File: config.mk
export PLATFORM = sky130hd
export DESIGN_NAME = pcm_frame_expand_resampler_unit
export DESIGN_NICKNAME = d
export VERILOG_FILES = /design/src/rtl/pfer_pkg.sv /design/src/rtl/pfer_front.sv /design/src/rtl/pfer_fifo.sv /design/src/rtl/pfer_back.sv /design/src/rtl/pcm_frame_expand_resampler_unit.sv
export SDC_FILE = /design/constraint.sdc
export NUM_CORES = 1
export LEC_CHECK = 0
export BUFFER_PORTS_ARGS = -buffer_cell sky130_fd_sc_hd__buf_2
export CORE_MARGIN = 1
export CORE_UTILIZATION = 35
export CTS_CLUSTER_SIZE = 8
export DETAILED_ROUTE_END_ITERATION = 10
export GPL_TIMING_DRIVEN = 0
export PLACE_DENSITY = 0.56
export SLEW_MARGIN = 20
export SYNTH_ARGS = -nofsm -noshare
export SYNTH_HDL_FRONTEND = slang
export SYNTH_SLANG_ARGS = --single-unit
File: constraint.sdc
create_clock -name i_clk -period 7.5 [get_ports i_clk]
set_input_delay 0.375 -clock i_clk [delete_from_list [all_inputs] [get_ports i_clk]]
set_output_delay 0.375 -clock i_clk [all_outputs]
set_load 0.05 [all_outputs]
File: src/rtl/pfer_pkg.sv
// Shared types, constants and codes for the PCM frame expand resampler.
`default_nettype none

package pfer_pkg;

    // Width of the phase accumulator; one run ends when it wraps.
    localparam int PHASE_BITS = 10;
    localparam int PHASE_FULL = 1 << PHASE_BITS;
    localparam int INC_W      = PHASE_BITS + 1;

    // Configuration register widths and the smallest increment allowed.
    localparam int CFG_DATA_W    = 11;
    localparam int CFG_INDEX_W   = 2;
    localparam int INC_FLOOR_MIN = 16;
    localparam int INC_FLOOR     = ((PHASE_FULL >> 6) > INC_FLOOR_MIN) ?
                                   (PHASE_FULL >> 6) : INC_FLOOR_MIN;
    localparam int CMP_W         = (INC_W > CFG_DATA_W) ? INC_W : CFG_DATA_W;

    // Depth of the queue between the front and the back.
    localparam int QDEPTH = 2;
    localparam int QA_W   = $clog2(QDEPTH);
    localparam int QC_W   = $clog2(QDEPTH + 1);

    // Configuration register indexes.
    typedef enum logic [CFG_INDEX_W-1:0] {
        CFG_FORMAT_MODE     = 2'd0,
        CFG_PHASE_INCREMENT = 2'd1,
        CFG_SPARE_2         = 2'd2,
        CFG_SPARE_3         = 2'd3
    } t_cfg_index;

    // Source frame formats.
    typedef enum logic [1:0] {
        FMT_MONO16   = 2'd0,
        FMT_STEREO16 = 2'd1,
        FMT_MONO8    = 2'd2,
        FMT_STEREO8  = 2'd3
    } t_format;

    // One expanded frame waiting to be repeated.
    typedef struct packed {
        logic [15:0]      left;
        logic [15:0]      right;
        logic [INC_W-1:0] inc;
    } t_frame;

    // Queue status seen by the back.
    typedef struct packed {
        logic empty;
        logic full;
    } t_q_status;

    // Back sequencer states.
    typedef enum logic {
        BK_IDLE = 1'b0,
        BK_RUN  = 1'b1
    } t_back_state;

endpackage

`default_nettype wire

File: src/rtl/pfer_front.sv
// Front: configuration registers, frame acceptance and stereo expansion.
`default_nettype none

module pfer_front
    import pfer_pkg::*;
(
    input  wire logic                   i_clk,
    input  wire logic                   i_rst_n,
    input  wire logic                   i_cfg_valid,
    output logic                        o_cfg_ready,
    input  wire logic [CFG_INDEX_W-1:0] i_cfg_index,
    input  wire logic [CFG_DATA_W-1:0]  i_cfg_data,
    input  wire logic                   i_push,
    input  wire logic [31:0]            i_frame_data,
    input  wire logic                   i_q_full,
    output logic                        o_q_write,
    output t_frame                      o_q_data
);

    t_format               r_format;
    logic [CFG_DATA_W-1:0] r_inc;
    logic [CMP_W-1:0]      inc_ext;
    logic [CMP_W-1:0]      inc_sat;
    logic [15:0]           left;
    logic [15:0]           right;

    assign o_cfg_ready = 1'b1;

    // Register writes; indexes beyond the list are ignored.
    always_ff @(posedge i_clk) begin
        if (!i_rst_n) begin
            r_format <= FMT_STEREO16;
            r_inc    <= CFG_DATA_W'(1024);
        end else if (i_cfg_valid && o_cfg_ready) begin
            unique case (t_cfg_index'(i_cfg_index))
                CFG_FORMAT_MODE:     r_format <= t_format'(i_cfg_data[1:0]);
                CFG_PHASE_INCREMENT: r_inc    <= i_cfg_data;
                default: ;
            endcase
        end
    end

    // Saturate the increment to the range that bounds a run.
    always_comb begin
        inc_ext = CMP_W'(r_inc);
        if (inc_ext < CMP_W'(INC_FLOOR)) begin
            inc_sat = CMP_W'(INC_FLOOR);
        end else if (inc_ext > CMP_W'(PHASE_FULL)) begin
            inc_sat = CMP_W'(PHASE_FULL);
        end else begin
            inc_sat = inc_ext;
        end
    end

    // Expand the frame to a 16-bit stereo pair.
    always_comb begin
        unique case (r_format)
            FMT_MONO16: begin
                left  = i_frame_data[15:0];
                right = i_frame_data[15:0];
            end
            FMT_STEREO16: begin
                left  = i_frame_data[15:0];
                right = i_frame_data[31:16];
            end
            FMT_MONO8: begin
                left  = {i_frame_data[7:0], 8'h00};
                right = {i_frame_data[7:0], 8'h00};
            end
            default: begin
                left  = {i_frame_data[7:0], 8'h00};
                right = {i_frame_data[15:8], 8'h00};
            end
        endcase
    end

    assign o_q_write      = i_push && !i_q_full;
    assign o_q_data.left  = left;
    assign o_q_data.right = right;
    assign o_q_data.inc   = INC_W'(inc_sat);

endmodule

`default_nettype wire

File: src/rtl/pfer_fifo.sv
// Short queue of expanded frames between the front and the back.
`default_nettype none

module pfer_fifo
    import pfer_pkg::*;
(
    input  wire logic   i_clk,
    input  wire logic   i_rst_n,
    input  wire logic   i_write,
    input  wire t_frame i_data,
    input  wire logic   i_read,
    output t_frame      o_data,
    output t_q_status   o_status
);

    t_frame            r_mem [QDEPTH];
    logic [QA_W-1:0]   r_wr_ptr;
    logic [QA_W-1:0]   r_rd_ptr;
    logic [QC_W-1:0]   r_count;
    logic              do_write;
    logic              do_read;

    assign o_status.empty = (r_count == QC_W'(0));
    assign o_status.full  = (r_count == QC_W'(QDEPTH));
    assign do_write       = i_write && !o_status.full;
    assign do_read        = i_read && !o_status.empty;
    assign o_data         = r_mem[r_rd_ptr];

    // Entry storage.
    always_ff @(posedge i_clk) begin
        if (do_write) begin
            r_mem[r_wr_ptr] <= i_data;
        end
    end

    // Pointers and fill count.
    always_ff @(posedge i_clk) begin
        if (!i_rst_n) begin
            r_wr_ptr <= '0;
            r_rd_ptr <= '0;
            r_count  <= '0;
        end else begin
            if (do_write) begin
                r_wr_ptr <= (r_wr_ptr == QA_W'(QDEPTH - 1)) ? '0 : r_wr_ptr + QA_W'(1);
            end
            if (do_read) begin
                r_rd_ptr <= (r_rd_ptr == QA_W'(QDEPTH - 1)) ? '0 : r_rd_ptr + QA_W'(1);
            end
            if (do_write && !do_read) begin
                r_count <= r_count + QC_W'(1);
            end else if (do_read && !do_write) begin
                r_count <= r_count - QC_W'(1);
            end
        end
    end

endmodule

`default_nettype wire

File: src/rtl/pfer_back.sv
// Back: phase accumulator that repeats each frame as a run of output pairs.
`default_nettype none

module pfer_back
    import pfer_pkg::*;
(
    input  wire logic      i_clk,
    input  wire logic      i_rst_n,
    input  wire t_frame    i_q_data,
    input  wire t_q_status i_q_status,
    output logic           o_q_read,
    input  wire logic      i_pop,
    output logic           o_empty,
    output logic [15:0]    o_left_sample,
    output logic [15:0]    o_right_sample,
    output logic           o_last_of_run
);

    t_back_state           r_state;
    t_back_state           n_state;
    t_frame                r_frame;
    logic [PHASE_BITS-1:0] r_acc;
    logic                  r_out_valid;
    logic [15:0]           r_left;
    logic [15:0]           r_right;
    logic                  r_last;
    logic [INC_W-1:0]      sum;
    logic                  last;
    logic                  emit;
    logic                  load;

    // The wrap bit of the sum marks the final pair of the run.
    assign sum  = {1'b0, r_acc} + r_frame.inc;
    assign last = sum[PHASE_BITS];

    // Next state.
    always_comb begin
        n_state = r_state;
        unique case (r_state)
            BK_IDLE: if (!i_q_status.empty) n_state = BK_RUN;
            BK_RUN:  if (emit && last)       n_state = BK_IDLE;
            default: n_state = BK_IDLE;
        endcase
    end

    // Sequencer outputs.
    always_comb begin
        load = 1'b0;
        emit = 1'b0;
        unique case (r_state)
            BK_IDLE: load = !i_q_status.empty;
            BK_RUN:  emit = !r_out_valid || i_pop;
            default: ;
        endcase
    end

    assign o_q_read = load;

    // Control state: sequencer, accumulator and output valid.
    always_ff @(posedge i_clk) begin
        if (!i_rst_n) begin
            r_state     <= BK_IDLE;
            r_acc       <= '0;
            r_out_valid <= 1'b0;
        end else begin
            r_state <= n_state;
            if (emit) begin
                r_acc       <= sum[PHASE_BITS-1:0];
                r_out_valid <= 1'b1;
            end else if (i_pop) begin
                r_out_valid <= 1'b0;
            end
        end
    end

    // Frame being repeated and the output beat.
    always_ff @(posedge i_clk) begin
        if (load) begin
            r_frame <= i_q_data;
        end
        if (emit) begin
            r_left  <= r_frame.left;
            r_right <= r_frame.right;
            r_last  <= last;
        end
    end

    assign o_empty        = !r_out_valid;
    assign o_left_sample  = r_left;
    assign o_right_sample = r_right;
    assign o_last_of_run  = r_last;

endmodule

`default_nettype wire

File: src/rtl/pcm_frame_expand_resampler_unit.sv
// Top level of the PCM frame expand resampler.
//
//   Channel   Ports                                   Handshake
//   frames    push, full, i_frame_data                 beat when push and not full
//   pairs     pop, empty, o_left/right_sample, last    beat when pop and not empty
//   config    i_cfg_valid, o_cfg_ready, index, data    beat when valid and ready
//
// Each frame gives a run of 1 to 64 pairs from the phase accumulator in the back,
// one pair a cycle while the consumer keeps taking them, and the back loads the
// next frame from the queue in its idle state between runs. The run length is set by
// the increment and the accumulator left by the previous frame.
// Reset is synchronous; the accumulator clears to zero and the queue empties.
// A held pair stalls the back only; the front takes frames until the queue is full.
`default_nettype none

module pcm_frame_expand_resampler_unit
    import pfer_pkg::*;
(
    input  wire logic                   i_clk,
    input  wire logic                   i_rst_n,
    input  wire logic                   i_cfg_valid,
    output logic                        o_cfg_ready,
    input  wire logic [CFG_INDEX_W-1:0] i_cfg_index,
    input  wire logic [CFG_DATA_W-1:0]  i_cfg_data,
    input  wire logic                   push,
    output logic                        full,
    input  wire logic [31:0]            i_frame_data,
    output logic                        empty,
    input  wire logic                   pop,
    output logic signed [15:0]          o_left_sample,
    output logic signed [15:0]          o_right_sample,
    output logic                        o_last_of_run
);

    t_frame    q_wr_data;
    t_frame    q_rd_data;
    t_q_status q_status;
    logic      q_write;
    logic      q_read;
    logic [15:0] left;
    logic [15:0] right;

    pfer_front u_front (
        .i_clk        (i_clk),
        .i_rst_n      (i_rst_n),
        .i_cfg_valid  (i_cfg_valid),
        .o_cfg_ready  (o_cfg_ready),
        .i_cfg_index  (i_cfg_index),
        .i_cfg_data   (i_cfg_data),
        .i_push       (push),
        .i_frame_data (i_frame_data),
        .i_q_full     (q_status.full),
        .o_q_write    (q_write),
        .o_q_data     (q_wr_data)
    );

    pfer_fifo u_fifo (
        .i_clk    (i_clk),
        .i_rst_n  (i_rst_n),
        .i_write  (q_write),
        .i_data   (q_wr_data),
        .i_read   (q_read),
        .o_data   (q_rd_data),
        .o_status (q_status)
    );

    pfer_back u_back (
        .i_clk          (i_clk),
        .i_rst_n        (i_rst_n),
        .i_q_data       (q_rd_data),
        .i_q_status     (q_status),
        .o_q_read       (q_read),
        .i_pop          (pop),
        .o_empty        (empty),
        .o_left_sample  (left),
        .o_right_sample (right),
        .o_last_of_run  (o_last_of_run)
    );

    assign full           = q_status.full;
    assign o_left_sample  = signed'(left);
    assign o_right_sample = signed'(right);

endmodule

`default_nettype wire

Yosys cells after proc, flatten, opt, wreduce, memory -nomap -nowiden:

Memory sizes are Yosys's and may differ from the RTL's. A register that Yosys moved wholly into a read port is not among the register bits.
Cells that the tools add are included.

* add/sub/neg operators: 5
* multiply operators: 0
* div/mod/pow operators: 0
* $lt $le $gt $ge: 2
* equal/unequal tests: 4
* shift operators: 0
* muxes and demuxes: 17
* bitwise operators: 1
* reductions and logical operators: 20

Operators with widths (number)
* $pmux W16 S3: 1
* $mux W11: 2
* $mux W16: 1
* $add A10 B11 Y11: 1
* $gt A11 B11 Y1 const B: 1
* $lt A11 B5 Y1 const B: 1
* $mux W1: 10
* $logic_and A1 B1 Y1: 6
* $logic_not A2 Y1: 3
* $logic_not A1 Y1: 5
* $eq A2 B1 Y1 const B: 2
* $eq A2 B2 Y1 const B: 2
* $mux W2: 2
* $reduce_and A2 Y1: 2
* $reduce_bool A2 Y1: 2
* $add A1 B1 Y1 const B: 2
* $add A2 B1 Y2 const B: 1
* $pmux W1 S2: 1
* $reduce_or A2 Y1: 1
* $sub A2 B1 Y2 const B: 1
* $logic_or A1 B1 Y1: 1
* $not A1 Y1: 1

* flip-flop bits (word level): 62
* latch bits: 0
* bits in writable memories: 86
* bits in read-only memories: 0
* bits of input ports: 50
* output and inout bits: 36
* memories kept: 1

Memory list
* u_fifo.r_mem: depth 2, width 43, read ports 1, clocked after memory_dff 1, wr ports 1, RTL line pfer_fifo.sv:16 `t_frame r_mem [QDEPTH];`

Depth between registers and ports, before layout:

* depth in word-level cells: 8
* gate-level depth with buffers: 7
* gate-level depth less buffers: 7

By module:

Synthesis repeated with hierarchy kept, for this count alone.

* cell total of the unflattened synthesis: 479
* area, all modules: 7699.9 µm²

Modules (own cells, without submodules)
* pfer_fifo: instances 1, cells each 159, area each 3335.7 µm², seq. area each 2682.6 µm²
* pfer_back: instances 1, cells each 179, area each 3159.3 µm², seq. area each 2522.4 µm²
* pfer_front: instances 1, cells each 141, area each 1204.9 µm², seq. area each 260.2 µm²

Least setup slack after synthesis:

OpenSTA, ideal clock, no wires.

* kind: register -> register
* from: reg u_fifo.r_count[0]
* to: mem u_fifo.r_mem[0][0] (netlist name) (enable)
* library setup time: 0.445 ns
* arrival: 2.445 ns
* data required time: 7.055 ns
* path slack: 4.610 ns
* stages on the path, launching flop included: 4
* path through: dfxtp_1 nand2b_1 nand2_1 nor2_1

* cells in the longest elaborated chain, start to end: 6

RTL lines
* from (decl): RTL line pfer_fifo.sv:19 `logic [QC_W-1:0] r_count;`
* from (signal assigned): RTL line pfer_fifo.sv:50 `r_count <= r_count + QC_W'(1);`
* from (signal assigned): RTL line pfer_fifo.sv:52 `r_count <= r_count - QC_W'(1);`
* $eq A2 B2 Y1 (*): RTL line pfer_fifo.sv:24 `assign o_status.full = (r_count == QC_W'(QDEPTH));`
* $logic_not A1 Y1 (*): RTL line pfer_front.sv:77, pfer_fifo.sv:25
* $logic_and A1 B1 Y1: RTL line pfer_front.sv:77 `assign o_q_write = i_push && !i_q_full;`
* $logic_and A1 B1 Y1 (*): RTL line pfer_fifo.sv:25 `assign do_write = i_write && !o_status.full;`
* $mux W1 (*): RTL line pfer_fifo.sv:31 `if (do_write) begin`
* $mux W1 (not written as such) (*): RTL line pfer_fifo.sv:32 `r_mem[r_wr_ptr] <= i_data;`
* to (decl): RTL line pfer_fifo.sv:16

Mark *: on every way between the ends. The rest lies on a longest branch, timed or not.

==> out/results.ini <==
[floorplanning]
die_y_um = 148.6
row_count = 53
fp.dieW_um = 148.6
start_util_pct = 35.80
die-area_sq_um = 22090
coreArea_sq_um = 21020
io_pins = 86

[synth]
yosys_warnings = 0
syn_area_sq_um = 7525
ys_seq_area_share_pct = 72.36
synth.distinct_cells = 49
synth-edff-count = 162
synth_top_family_by_area = multiplexers
synth_largest_area_cell = edfxtp_1
yosysTopAreaCellShare_pct = 64.65
synth_compound_gate_area_share_pct = 5.238
synthMuxAreaShare_pct = 9.361
syn_nets = 542
syn_area_per_cell_sq_um = 15.68
syn_inst = 480
ys_ff_latch = 191
yosys.area_share.adder_pct = 2.095
yosys-top-cells-area = edfxtp_1, dfxtp_1, mux2_2
yosys.area_share.xor_xnor_pct = 1.048
synth_common_cells = edfxtp_1, mux2_2, nor2b_1, nand2_1, dfxtp_1
post-synth-top-count-cell = edfxtp_1
synth-simple-area-share_pct = 8.231
synth_flop_cell = edfxtp_1
asyncSetResetFlopFracSynth_pct = 0

[sta]
rsz0062_at_grt = no
relSlewSlack_pct = 36.78
fmax_mhz = 468.2
worst_pin_slew_ns = 0.9470
skew_ns = 0.01272
slew_violations = 0
setup_viol = 0
worst_hold_slack_ns = 0.1611
setup-tns-final_ns = 0
fin_crit_sh_pct = 28.48
period_needed_ns = 2.136
finalHoldViolCount = 0

[min_path]
hold_depth = 3
hp-class = in2reg
hold_start = i_cfg_data[10]

[worst_setup_path]
worst_path_max_delay_cell = clkbuf_1
crit_start = u_front.r_format[0]
criticalPathCategory = reg2reg
crit_path_end_kind = register
cp-start-kind = register
slowest_delay_ns = 0.54
critical_path_required_ns = 7.71
worstReg2RegStart = u_front.r_format[0]
cp_max_fo = 10
crit_arrival_ns = 2.35
cp_common_cell = clkbuf_1
path_cells = clkbuf_1, clkbuf_1, nand2_1, a31oi_1
reg2regPathDepth = 4

[global_routing]
track_usage_pct = 13.55
grt-ovfl-total = 0
grt_max_degree = 43
grt_pass1_wl_um = 22190
grt_antenna_before_repair = 2
grt_pass1_vias = 4188

[layout]
nNetsFinal = 649
register_area_sq_um = 5445
syn_to_final_growth_pct = 19.64
multi_input_area_sq_um = 1967
layout-drive-gt1-share_pct = 30.33
fillers = 1914

[detailed_routing]
post-route-drc-count = 0
wl_per_cell_um = 16.31
ant_nets = 0
vias = 4185
drtIter0Drc = 267
wl_um = 14300
vias_per_cell = 4.772
first_pass_iters = 5

[status]
run_status = complete, no violations

[cts]
post-cts-setup-buffers = 0
cts_buffer_depth = 2
postCtsHoldBufs = 0
cts_buffers = 17
path_clk_slew_ns = 0.07
h-tree-depth = 4
ctsResizeCount = 0
cts-root-buf = clkbuf_16
clk_latency_ns = 0.43
cts_tree = yes
clock_sinks = 191

[power]
vdd_ir_drop_max_mv = 0.1730
power.leakage_nw = 3.283
pwr_density_cell_nw_per_um2 = 381.1

[placed_design]
portBuffers = 83
place_congestion = 0.8426
hpwlAfterDp_um = 9970

[flow_run]
maxCapViolations = 0

final timing paths:
path	end	slack [ns]
worst max-delay path	u_fifo.r_mem[1][24]	5.36
worst min-delay path	u_front.inc_ext[10]	0.16
worst max register to register	u_fifo.r_mem[1][24]	5.36
worst min register to register	u_back.o_right_sample[15]	0.42
state kept, by name, indices dropped and copies added (netlist names), 2 cells and up:
register	cells
u_back.o_left_sample	16
u_back.o_right_sample	16
u_back.r_acc	10
u_back.r_frame	43
u_fifo.r_count	2
u_fifo.r_mem	86
u_front.inc_ext	11
u_front.r_format	2
per-layer routing:
| metal | vias to the layer above | GRT usage [%] | share of wire, % |
|---|---|---|---|
| met5 | - | 0 | 0 |
| met4 | 0 | 7.938 | 3.4 |
| met3 | 31 | 2.669 | 3.5 |
| met2 | 99 | 21.31 | 48 |
| met1 | 2041 | 17.38 | 45 |
| li1 | 2014 | - | - |
cell usage in the layout (no fill, tap or decap), types with 3 or more instances in the layout:
cell,netlist,routed
buf_16,0,5
a211oi_1,9,9
o21ai_0,9,9
xor2_1,3,3
nand2_1,31,31
clkbuf_1,14,15
a31oi_1,10,10
a21boi_0,4,4
ha_1,11,11
nand3_1,10,10
nor2_1,4,3
and2_1,9,9
nand2b_1,11,11
edfxtp_1,162,162
inv_6,0,4
mux2_2,51,51
xnor2_1,6,6
inv_1,8,7
buf_2,4,87
inv_8,0,4
mux2i_1,13,13
nor2b_1,32,32
clkbuf_16,0,17
a21oi_1,18,18
dfxtp_1,29,29
worst max-delay path, delay by kind of cell (launching register included):
kind | cells | cell delay, ns
AOI/OAI and AO/OA | 1 | 0.34
buffers and inverters | 2 | 0.96
DFF | 1 | 0.48
and+or+nand+nor | 1 | 0.13
kinds of logic (layout without fill, tap and decap cells):
family / Yosys count / in the layout
muxes: 64 / 64
and+or+nand+nor: 112 / 112
other: 1 / 3
buffers and inverters: 30 / 150
adders and majority gates: 12 / 12
DFF: 191 / 191
xor gates and xnor gates: 9 / 9
AOI/OAI and AO/OA: 61 / 61
power by group:
group          switching [W]  internal (W)
registers          0.0000823       0.00154
logic               0.000641      0.000312
clock network       0.000418      0.000442
through the flow:
step | cells | total power (W) | cell area [sq um] | util [%] | worst slack (ns)
floorplan | 480 | 0.002318 | 7525 | - | 4.610
global placement | 838 | 0.002544 | 8284 | 39.41 | 3.299
detailed placement | 843 | 0.002603 | 8431 | 40.10 | 5.376
CTS | 875 | 0.003462 | 8997 | 42.80 | 5.385
global route | 877 | 0.003597 | 9002 | 42.82 | 5.293
finish | 877 | 0.003430 | 9002 | 42.82 | 5.364
final cells by class:
cell class | instances | area share, %
Clock inverter | 14 | 1.529
Sequential cell | 191 | 60.49
Buffer | 21 | 0.9729
Tap cell | 275 | 3.822
Antenna cell | 2 | 0.05559
Timing Repair Buffer | 88 | 6.143
Multi-Input combinational cell | 259 | 21.85
Clock buffer | 18 | 4.767
Inverter | 9 | 0.3753
Note: power is estimated with default switching activity, not from simulation.
